File: src/lfr_pkg.sv
// Package for the LED fade ramp controller: command and direction codes,
// state, command and configuration structs. No dependencies.
`default_nettype none

package lfr_pkg;

    typedef enum logic [2:0] {
        KIND_TOGGLE  = 3'd0,
        KIND_OFF     = 3'd1,
        KIND_ON      = 3'd2,
        KIND_SET_MAX = 3'd3,
        KIND_DISABLE = 3'd4,
        KIND_ENABLE  = 3'd5,
        KIND_TICK    = 3'd6
    } t_kind;

    typedef enum logic [1:0] {
        DIR_IDLE = 2'd0,
        DIR_DOWN = 2'd1,
        DIR_UP   = 2'd2
    } t_dir;

    // APB register map (byte addresses)
    localparam int unsigned ADDR_W          = 3;
    localparam logic [ADDR_W-1:0] ADDR_STEP   = 3'd0;
    localparam logic [ADDR_W-1:0] ADDR_PERIOD = 3'd4;

    localparam logic [7:0]  STEP_RESET     = 8'd5;
    localparam logic [15:0] PERIOD_RESET   = 16'd100;
    localparam logic [7:0]  MAX_BRT_RESET  = 8'd100;
    localparam logic [7:0]  LEVEL_FULL     = 8'd255;

    typedef struct packed {
        logic [7:0]  level;
        t_dir        direction;
        logic        enabled;
        logic [7:0]  max_brightness;
        logic        timer_running;
        logic [15:0] timer_count;
    } t_state;

    typedef struct packed {
        logic [2:0]         kind;
        logic               ramped;
        logic signed [15:0] brightness_value;
    } t_cmd;

    typedef struct packed {
        logic [7:0]  ramp_step;
        logic [15:0] ramp_period;
    } t_cfg;

endpackage

`default_nettype wire

File: src/lfr_cmd_if.sv
// Command channel of the LED fade ramp controller: valid/ready plus payload.
// No dependencies.
`default_nettype none

interface lfr_cmd_if;
    logic               valid;
    logic               ready;
    logic [2:0]         kind;
    logic               ramped;
    logic signed [15:0] brightness_value;

    modport source (output valid, kind, ramped, brightness_value, input ready);
    modport sink   (input valid, kind, ramped, brightness_value, output ready);
endinterface

`default_nettype wire

File: src/lfr_res_if.sv
// Result channel of the LED fade ramp controller: valid/ready plus payload.
// No dependencies.
`default_nettype none

interface lfr_res_if;
    logic       valid;
    logic       ready;
    logic [7:0] drive_level;
    logic       light_on;
    logic [1:0] fade_direction;
    logic       enabled_flag;

    modport source (output valid, drive_level, light_on, fade_direction, enabled_flag,
                    input ready);
    modport sink   (input valid, drive_level, light_on, fade_direction, enabled_flag,
                    output ready);
endinterface

`default_nettype wire

File: src/lfr_step.sv
// Next-state logic for one command or tick of the LED fade ramp controller.
// Depends on lfr_pkg.
`default_nettype none

module lfr_step (
    input  wire lfr_pkg::t_state i_state,
    input  wire lfr_pkg::t_cmd   i_cmd,
    input  wire lfr_pkg::t_cfg   i_cfg,
    output lfr_pkg::t_state      o_state
);

    logic signed [9:0] ramp_next;
    logic              expire;
    logic [7:0]        new_max;

    // level +/- step, wide enough to see both overflow and underflow
    always_comb begin
        if (i_state.direction == lfr_pkg::DIR_DOWN) begin
            ramp_next = $signed({2'b00, i_state.level}) - $signed({2'b00, i_cfg.ramp_step});
        end else begin
            ramp_next = $signed({2'b00, i_state.level}) + $signed({2'b00, i_cfg.ramp_step});
        end
    end

    assign expire = i_state.timer_running && (i_state.timer_count <= 16'd1);

    always_comb begin
        if (i_cmd.brightness_value < 0) begin
            new_max = 8'd0;
        end else if (i_cmd.brightness_value > 16'sd255) begin
            new_max = lfr_pkg::LEVEL_FULL;
        end else begin
            new_max = i_cmd.brightness_value[7:0];
        end
    end

    always_comb begin
        o_state = i_state;
        case (i_cmd.kind)
            lfr_pkg::KIND_TOGGLE: begin
                if (i_state.enabled) begin
                    if (i_cmd.ramped) begin
                        case (i_state.direction)
                            lfr_pkg::DIR_DOWN: o_state.direction = lfr_pkg::DIR_UP;
                            lfr_pkg::DIR_UP:   o_state.direction = lfr_pkg::DIR_DOWN;
                            default: begin
                                o_state.direction = (i_state.level != 8'd0) ?
                                                    lfr_pkg::DIR_DOWN : lfr_pkg::DIR_UP;
                            end
                        endcase
                        o_state.timer_running = 1'b1;
                        o_state.timer_count   = i_cfg.ramp_period;
                    end else begin
                        o_state.level = (i_state.level != 8'd0) ? 8'd0 : i_state.max_brightness;
                    end
                end
            end
            lfr_pkg::KIND_OFF, lfr_pkg::KIND_DISABLE: begin
                o_state.timer_running = 1'b0;
                o_state.direction     = lfr_pkg::DIR_IDLE;
                o_state.level         = 8'd0;
                if (i_cmd.kind == lfr_pkg::KIND_DISABLE) begin
                    o_state.enabled = 1'b0;
                end
            end
            lfr_pkg::KIND_ON: begin
                if (i_state.enabled && i_state.level == 8'd0) begin
                    o_state.level = i_state.max_brightness;
                end
            end
            lfr_pkg::KIND_SET_MAX: begin
                o_state.max_brightness = new_max;
                if (i_state.level != 8'd0 && i_state.direction == lfr_pkg::DIR_IDLE) begin
                    o_state.level = new_max;
                end
            end
            lfr_pkg::KIND_ENABLE: begin
                o_state.enabled = 1'b1;
            end
            lfr_pkg::KIND_TICK: begin
                if (expire) begin
                    o_state.timer_running = 1'b0;
                    o_state.timer_count   = 16'd0;
                    if (i_state.enabled && i_state.direction != lfr_pkg::DIR_IDLE) begin
                        if (ramp_next > $signed({2'b00, i_state.max_brightness})) begin
                            o_state.level     = i_state.max_brightness;
                            o_state.direction = lfr_pkg::DIR_IDLE;
                        end else if (ramp_next < 0) begin
                            o_state.level     = 8'd0;
                            o_state.direction = lfr_pkg::DIR_IDLE;
                        end else begin
                            o_state.level         = ramp_next[7:0];
                            o_state.timer_running = 1'b1;
                            o_state.timer_count   = i_cfg.ramp_period;
                        end
                    end
                end else if (i_state.timer_running) begin
                    o_state.timer_count = i_state.timer_count - 16'd1;
                end
            end
            default: begin
                o_state = i_state;
            end
        endcase
    end

endmodule

`default_nettype wire

File: src/led_fade_ramp_controller_unit.sv
// LED fade ramp controller: one command or tick in, one drive-level result out.
// A request is first loaded into the input register and then, once the output
// can take it, into the result register. Throughput: one request per cycle
// while results are taken, set by the single state update in the step logic.
// Synchronous active-low reset: level 0, idle, enabled, max brightness 100,
// timer stopped, step 5, period 100.
// Depends on lfr_pkg, lfr_cmd_if, lfr_res_if, lfr_step.
`default_nettype none

module led_fade_ramp_controller_unit (
    input  wire                         i_clk,
    input  wire                         i_rst_n,
    lfr_cmd_if.sink                     i_cmd,
    lfr_res_if.source                   o_res,
    // APB configuration port
    input  wire                         psel,
    input  wire                         penable,
    input  wire                         pwrite,
    input  wire [lfr_pkg::ADDR_W-1:0]   paddr,
    input  wire [31:0]                  pwdata,
    output logic [31:0]                 prdata,
    output logic                        pready
);

    // ------------------------------------------------------------------
    // Configuration registers. Decode on paddr[2] only: 0 = step, 4 = period.
    // ------------------------------------------------------------------
    lfr_pkg::t_cfg r_cfg;
    logic          cfg_wr;

    assign pready = 1'b1;
    assign cfg_wr = psel && penable && pwrite;

    always_ff @(posedge i_clk) begin
        if (!i_rst_n) begin
            r_cfg.ramp_step   <= lfr_pkg::STEP_RESET;
            r_cfg.ramp_period <= lfr_pkg::PERIOD_RESET;
        end else if (cfg_wr) begin
            if (paddr[2] == lfr_pkg::ADDR_PERIOD[2]) begin
                r_cfg.ramp_period <= pwdata[15:0];
            end else begin
                r_cfg.ramp_step <= pwdata[7:0];
            end
        end
    end

    always_comb begin
        if (paddr[2] == lfr_pkg::ADDR_PERIOD[2]) begin
            prdata = {16'd0, r_cfg.ramp_period};
        end else begin
            prdata = {24'd0, r_cfg.ramp_step};
        end
    end

    // ------------------------------------------------------------------
    // Input register. It refills while a finished result is still waiting
    // at the output; upstream is held once both input and result are full.
    // ------------------------------------------------------------------
    logic          r_in_valid;
    lfr_pkg::t_cmd r_in;
    logic          r_out_valid;
    logic          advance;
    logic          in_take;

    assign advance     = r_in_valid && (!r_out_valid || o_res.ready);
    assign i_cmd.ready = !r_in_valid || advance;
    assign in_take     = i_cmd.valid && i_cmd.ready;

    always_ff @(posedge i_clk) begin
        if (!i_rst_n) begin
            r_in_valid <= 1'b0;
        end else if (in_take) begin
            r_in_valid <= 1'b1;
        end else if (advance) begin
            r_in_valid <= 1'b0;
        end
    end

    always_ff @(posedge i_clk) begin
        if (in_take) begin
            r_in.kind             <= i_cmd.kind;
            r_in.ramped           <= i_cmd.ramped;
            r_in.brightness_value <= i_cmd.brightness_value;
        end
    end

    // ------------------------------------------------------------------
    // Controller state, updated once per request as it leaves the input
    // register. The result is a snapshot of the updated state.
    // ------------------------------------------------------------------
    lfr_pkg::t_state r_state;
    lfr_pkg::t_state n_state;

    lfr_step u_step (
        .i_state (r_state),
        .i_cmd   (r_in),
        .i_cfg   (r_cfg),
        .o_state (n_state)
    );

    always_ff @(posedge i_clk) begin
        if (!i_rst_n) begin
            r_state.level          <= 8'd0;
            r_state.direction      <= lfr_pkg::DIR_IDLE;
            r_state.enabled        <= 1'b1;
            r_state.max_brightness <= lfr_pkg::MAX_BRT_RESET;
            r_state.timer_running  <= 1'b0;
            r_state.timer_count    <= 16'd0;
        end else if (advance) begin
            r_state <= n_state;
        end
    end

    // ------------------------------------------------------------------
    // Result register
    // ------------------------------------------------------------------
    logic [7:0] r_out_level;
    logic [1:0] r_out_dir;
    logic       r_out_enabled;

    always_ff @(posedge i_clk) begin
        if (!i_rst_n) begin
            r_out_valid <= 1'b0;
        end else if (advance) begin
            r_out_valid <= 1'b1;
        end else if (o_res.ready) begin
            r_out_valid <= 1'b0;
        end
    end

    always_ff @(posedge i_clk) begin
        if (advance) begin
            r_out_level   <= n_state.level;
            r_out_dir     <= n_state.direction;
            r_out_enabled <= n_state.enabled;
        end
    end

    assign o_res.valid          = r_out_valid;
    assign o_res.drive_level    = r_out_level;
    assign o_res.light_on       = (r_out_level != 8'd0);
    assign o_res.fade_direction = r_out_dir;
    assign o_res.enabled_flag   = r_out_enabled;

endmodule

`default_nettype wire
File: src/flat_wrapper.sv
// flat-port wrapper written by rule: the top's interface ports become plain ports
module led_fade_ramp_controller_unit_flat 
  (i_clk, i_rst_n, psel, penable, pwrite, paddr, pwdata, prdata, pready, i_cmd_valid, i_cmd_kind, i_cmd_ramped, i_cmd_brightness_value, i_cmd_ready, o_res_valid, o_res_drive_level, o_res_light_on, o_res_fade_direction, o_res_enabled_flag, o_res_ready);
  lfr_cmd_if i_cmd_i ();
  lfr_res_if o_res_i ();
  input  wire i_clk;
  input  wire i_rst_n;
  input  wire psel;
  input  wire penable;
  input  wire pwrite;
  input  wire [lfr_pkg::ADDR_W-1:0] paddr;
  input  wire [31:0] pwdata;
  output logic [31:0] prdata;
  output logic pready;
  input wire logic [$bits(i_cmd_i.valid)-1:0] i_cmd_valid;
  input wire logic [$bits(i_cmd_i.kind)-1:0] i_cmd_kind;
  input wire logic [$bits(i_cmd_i.ramped)-1:0] i_cmd_ramped;
  input wire logic [$bits(i_cmd_i.brightness_value)-1:0] i_cmd_brightness_value;
  output wire logic [$bits(i_cmd_i.ready)-1:0] i_cmd_ready;
  output wire logic [$bits(o_res_i.valid)-1:0] o_res_valid;
  output wire logic [$bits(o_res_i.drive_level)-1:0] o_res_drive_level;
  output wire logic [$bits(o_res_i.light_on)-1:0] o_res_light_on;
  output wire logic [$bits(o_res_i.fade_direction)-1:0] o_res_fade_direction;
  output wire logic [$bits(o_res_i.enabled_flag)-1:0] o_res_enabled_flag;
  input wire logic [$bits(o_res_i.ready)-1:0] o_res_ready;
  assign i_cmd_i.valid = i_cmd_valid;
  assign i_cmd_i.kind = i_cmd_kind;
  assign i_cmd_i.ramped = i_cmd_ramped;
  assign i_cmd_i.brightness_value = i_cmd_brightness_value;
  assign i_cmd_ready = i_cmd_i.ready;
  assign o_res_valid = o_res_i.valid;
  assign o_res_drive_level = o_res_i.drive_level;
  assign o_res_light_on = o_res_i.light_on;
  assign o_res_fade_direction = o_res_i.fade_direction;
  assign o_res_enabled_flag = o_res_i.enabled_flag;
  assign o_res_i.ready = o_res_ready;
  led_fade_ramp_controller_unit u_core (.i_clk(i_clk), .i_rst_n(i_rst_n), .i_cmd(i_cmd_i), .o_res(o_res_i), .psel(psel), .penable(penable), .pwrite(pwrite), .paddr(paddr), .pwdata(pwdata), .prdata(prdata), .pready(pready));
endmodule
File: config.mk
export PLATFORM = sky130hd
export DESIGN_NAME = led_fade_ramp_controller_unit_flat
export DESIGN_NICKNAME = d
export VERILOG_FILES = /design/src/lfr_pkg.sv /design/src/lfr_cmd_if.sv /design/src/lfr_res_if.sv /design/src/lfr_step.sv /design/src/led_fade_ramp_controller_unit.sv /design/src/flat_wrapper.sv
export SDC_FILE = /design/constraint.sdc
export NUM_CORES = 1
export LEC_CHECK = 0
export BUFFER_PORTS_ARGS = -buffer_cell sky130_fd_sc_hd__buf_2
export CAP_MARGIN = 20
export CORE_ASPECT_RATIO = 2
export CORE_UTILIZATION = 35
export DETAILED_ROUTE_END_ITERATION = 10
export PLACE_DENSITY = 0.66
export SLEW_MARGIN = 10
export SYNTH_ARGS = -nofsm -noshare
export SYNTH_HDL_FRONTEND = slang
export SYNTH_SLANG_ARGS = --single-unit
export TNS_END_PERCENT = 50
File: constraint.sdc
create_clock -name i_clk -period 5.65 [get_ports i_clk]
set_input_delay 0.2825 -clock i_clk [delete_from_list [all_inputs] [get_ports i_clk]]
set_output_delay 0.2825 -clock i_clk [all_outputs]
set_load 0.02 [all_outputs]
After elaboration in Yosys (flattened, before gate mapping)
Cells that the tools add are included.

word-level totals
  flip-flop bits (word level) = 93
  word-level logic and storage cells = 100
  output and inout port bits = 47

operators by class
  bitwise logic cells = 1
  multiplexer cells = 35
  equal/unequal tests = 12
  reductions and logical operators = 28
  $lt $le $gt $ge = 5
  $add $sub $neg = 3

operators by type and width
  operator                                                        count
  two-way mux 17 bit                                              5
  two-way mux 8 bit                                               7
  two-way mux 10 bit                                              5
  two-way mux 16 bit                                              3
  case mux 8 bit (5 select lines)                                 1
  case mux 16 bit (2 select lines)                                1
  greater-than comparator 16 x 9 -> 1 bit, second input constant  1
  <= comparator 16 x 1 -> 1 bit, second input constant            1
  < comparator 16 x 1 -> 1 bit, second input constant             1
  nonzero test 8 bit                                              2
  subtractor 16 x 1 -> 16 bit, second input constant              1
  greater-than comparator 10 x 9 -> 1 bit                         1
  < comparator 10 x 1 -> 1 bit, second input constant             1
  AND reduction 5 bit                                             2
  adder 8 x 8 -> 9 bit                                            1
  == test 3 bit, second input constant                            3
  subtractor 8 x 8 -> 9 bit                                       1
  logical AND 1 bit                                               8
  zero test 8 bit                                                 1
  nonzero test 2 bit                                              4
  == test 3 x 2 -> 1 bit, second input constant                   2
  two-way mux 1 bit                                               6
  two-way mux 2 bit                                               3
  case mux 2 bit (3 select lines)                                 1
  other kinds (17)                                                22

Depth between registers and ports, before layout
  depth after elaboration = 8
  gate-level depth with buffers = 17
  gate-level depth less buffers = 15

Modules after synthesis
A second synthesis with hierarchy kept.

unflattened totals
  cells, all modules = 765
  area total of the unflattened synthesis = 6,412.4 um^2

by module, submodules not included
  module                         instances  cells each  seq. area each (um^2)  area an instance (um^2)
  led_fade_ramp_controller_unit  1          334         2,172.1                3,689.8
  lfr_step                       1          431         0.0                    2,722.6

Worst setup path before layout
No wires, ideal clock.

  path type = flip-flop to flip-flop
  from = register u_core.r_state[30] (netlist bit)
  to = register u_core.r_out_level[6], in the netlist u_core.o_res.drive_level[6] (data pin)
  period minus slack after synthesis = 4.155 ns
  arrival time = 3.887 ns
  required time = 5.382 ns
  slack = 1.495 ns
  cell stages (with the launch flop) = 16
  path through = dfxtp_1 ha_1 buf_2 nor3b_1 nor3_1 or4_1 and4_1 or2_2 ha_1 nand3_1 a21o_1 a211oi_1 nor2_1 mux2_2 a311oi_1 nor2_1

RTL lines
  element                   line                                  source
  start: declaration        led_fade_ramp_controller_unit.sv:91   lfr_pkg::t_state r_state;
  start signal: assignment  led_fade_ramp_controller_unit.sv:110  r_state <= n_state;
  end signal: assignment    led_fade_ramp_controller_unit.sv:133  r_out_level <= n_state.level;
  end: declaration          led_fade_ramp_controller_unit.sv:117  logic [7:0] r_out_level;

==> summary by stage <==
STA
The sum of negative setup slack is 0 ns. Across all setup checks in the final design, the least slack found is 0.803 ns. The post-route minimum period is 4.85 ns.

Across the routed clock network, the largest skew measured is 0.0110 ns. The setup-violating endpoint count in the final report is 0. The final number of hold-violating endpoints is 0. The final-report max-slew violation count is 0.

The post-route fraction of the period consumed by the critical path is 85.8%. The slew at the pin closest to its max-slew limit is 1.04 ns. Setup repair after global routing left no endpoint under its margin. The headroom to the max-slew limit is 30.5%. Based on the critical path, the design can be clocked at up to 206 MHz.

Synthesis
The synthesized netlist occupies a cell area of 5960 um^2. Sequential elements use 36.5% of the synthesized area. For this run, the leading register cell type out of synthesis is sky130_fd_sc_hd__dfxtp_1. In this run the mean area of a mapped cell was 8.23 um^2.

After synthesis, the netlist uses 77 different library cells. In this run, synthesis inferred 31 flip-flops with an integrated enable. The fraction of synthesis flops using an asynchronous set or reset pin is 0%. The register bit count reported by yosys is 93. Counting every instance in the synthesized netlist gives 724. For this run, the number of Yosys warnings is 0.

Floorplan
The core region is 16700 um^2. The y dimension of the die is 187 um. Measured along the x axis, the die boundary spans 94.3 um. For this configuration, the core starts out at a cell density of 35.7%. The top-level I/O count is 109. The initialized floorplan defines 67 standard-cell rows. The die covers 17600 um^2.

Place
The placed instance area is 6410 um^2. The placed wire-length estimate is 13600 um. The worst-case setup slack after placement is 0.893 ns. The total of buffers placed on input and output ports is 73. At the end of routability-driven placement, the weighted congestion stood at 0.934.

Min path
The path with the worst hold slack has its endpoint at u_core.r_in[16]. The type of the worst min-delay path is in -> reg. The launch instance of the worst min-delay path is i_cmd_ramped. Along the worst hold path, the cell count comes to 1.

Clocking
The clock tree from TritonCTS is done. The tree is rooted in a sky130_fd_sc_hd__clkbuf_16. The clock network latency to the later pin of the worst-skew pair is 0.35 ns. The number of clock buffers inserted by TritonCTS is 9. In this run, post-CTS hold repair placed 0 buffers. Clock-pin slew was measured on the worst setup and hold paths at 0.07 ns. The total clock sinks is 93.

The number of resized instances in the post-cts repair step is 0. In this run the deepest clock path goes through 2 buffers. CTS built an H-tree with a depth of 3.

The number of setup buffers added after CTS is 0.

Global routing
The number of global-route vias before repair is 5385. The wire length of the first global-routing pass is 27700 um. The global-route total usage across every layer is 20.9%.

Summed over all layers, the global routing overflow is 0. The initial antenna violation count is 1. Entering global routing, the biggest net connects 34 pins.

Power
The analysis attributes to cell leakage a power of 2.78 nW. Summing internal, switching and leakage power gives 1.58 mW. The total power per unit cell area is 236 nW/um^2. The worst-case IR drop observed on VDD is 199 uV.

Route
The routed design has 17700 um of wire. The number of design rule violations left after detail routing is 0. Before antenna repair, the detailed router went through 6 iterations.

Dividing the detail-routed wire length by the instance count gives 17.8 um. Dividing the detail-routed via count by the number of cells gives 5.62. The violation count after the first detailed-routing iteration is 381.

In this run the remaining antenna-violating nets after routing total 0. The via count is 5566.

Critical path
The worst path arrival time is 4.95 ns. In this run the critical register-to-register path is launched from u_core.r_state[28]. The required time of the worst setup path is 5.75 ns. The worst reg-to-reg setup slack is 0.80 ns. The worst setup path is captured at a flip-flop. The slowest library cell on the worst path is sky130_fd_sc_hd__a2111oi_0.

The critical path goes through inv_1 > ha_1 > fa_1 > nand2b_1 > a2111oi_0 > a211oi_1 > xnor2_1 > ha_1 > a211o_1 > a21oi_1 > a211oi_1 > buf_4 > nor2_1 > mux2_2 > a311oi_1 > nor2_1. The cell family contributing the most delay on the critical path is compound AO/OA/AOI/OAI gates. The depth of the most critical reg-to-reg path is 16. The setup path with the least slack is of type reg -> reg. The largest single stage delay on the critical path is 0.68 ns. The endpoint of the lowest-slack register-to-register path is u_core.o_res.drive_level[6]. STA classifies the critical path startpoint as a flip-flop. Along the worst path, the maximum fanout reaches 7. The total buffers and inverters traversed by the critical path is 2.

Final layout
The proportion of layout cells with a drive suffix above 1 is 15.2%. Leaving out fill and tap cells, the most frequent cells in the layout are sky130_fd_sc_hd__nand2_1 (99), sky130_fd_sc_hd__buf_2 (73), sky130_fd_sc_hd__dfxtp_1 (62). For this run, the post-layout net count is 872.

The post-route standard cell area excluding fillers is 6720 um^2. Counting the fill cells in the layout gives 1680. The area overhead of the layout relative to synthesis is 12.8%. Leaving out fill and tap cells, the most frequent cell in the layout is sky130_fd_sc_hd__nand2_1.

Job
The number of violations of the max-capacitance limit is 0.

Outcome
The run finished with clean final reports.
how the worst max path moves through the flow:
stage                        from                           to  slack, ns  cells after the start
2_1_floorplan  u_core.r_state[30]  u_core.o_res.drive_level[6]       1.49                     15
3_3_place_gp   u_core.r_state[28]  u_core.o_res.drive_level[6]       0.94                     16
3_5_place_dp   u_core.r_state[28]  u_core.o_res.drive_level[6]       0.89                     16
4_1_cts        u_core.r_state[28]  u_core.o_res.drive_level[6]       0.87                     16
5_1_grt        u_core.r_state[28]  u_core.o_res.drive_level[6]       0.56                     16
6_report       u_core.r_state[28]  u_core.o_res.drive_level[6]       0.80                     16
metrics by stage:
stage               utilization [%]  hold WS, ns  cells
floorplan                         -        0.381    739
global placement               38.4        0.458    974
detailed placement             38.4        0.461    974
CTS                            40.3       0.0988    990
global route                   40.3       0.0955    991
finish                         40.3        0.101    991
layer usage:
| metal | part of all wire, % | vias up | GRT usage, % |
|---|---|---|---|
| met2 | 54 | 198 | 38.6 |
| met4 | 8.1 | 0 | 16.4 |
| met1 | 35 | 2587 | 19.9 |
| li1 | - | 2711 | - |
| met3 | 3.2 | 70 | 2.49 |
| met5 | 0 | - | 0 |
cell type report:
type                            instances  area (um^2)  area share, %
Antenna cell                            1         2.50         0.0372
Clock buffer                           11          254           3.78
Clock inverter                          5         55.1          0.819
Inverter                               35          131           1.95
Multi-Input combinational cell        561         3440           51.2
Sequential cell                        93         2170           32.3
Tap cell                              207          259           3.85
Timing Repair Buffer                   78          403           5.99
cell families (layout without fill, tap and decap cells):
family | after synthesis | count (layout) | synth area share [%]
and+or+nand+nor | 281 | 281 | 23.5
AOI/OAI and AO/OA | 214 | 214 | 23.5
DFF | 93 | 93 | 36.5
buffers and inverters | 85 | 129 | 6.68
adders and majority gates | 32 | 32 | 6.97
xor gates and xnor gates | 9 | 9 | 1.32
muxes | 8 | 8 | 1.43
other | 2 | 18 | 0.126
cells in the mapped netlist, types with 18 or more instances:
cell type	count	area [um^2]
sky130_fd_sc_hd__inv_1	34	128
sky130_fd_sc_hd__nand3_1	30	150
sky130_fd_sc_hd__nor2_1	50	188
sky130_fd_sc_hd__edfxtp_1	31	931
sky130_fd_sc_hd__o21ai_0	49	245
sky130_fd_sc_hd__buf_4	19	143
sky130_fd_sc_hd__a21oi_1	57	285
sky130_fd_sc_hd__clkbuf_1	24	90.1
sky130_fd_sc_hd__dfxtp_1	62	1240
sky130_fd_sc_hd__ha_1	30	375
sky130_fd_sc_hd__nor3_1	18	90.1
sky130_fd_sc_hd__nand2_1	99	372
registers in the layout, indices dropped and copies added, names as in the netlist:
| signal | flops |
|---|---|
| u_core.o_res.valid | 1 |
| u_core.o_res.enabled_flag | 1 |
| u_core.r_state | 36 |
| u_core.o_res.fade_direction | 2 |
| u_core.r_cfg | 24 |
| u_core.r_in | 20 |
| u_core.o_res.drive_level | 8 |
| u_core.r_in_valid | 1 |
where the power goes:
group	internal, mW	switching (mW)
registers	0.715	0.0242
clock network	0.370	0.261
logic	0.0742	0.140
Power figures use the tool's default switching activity.
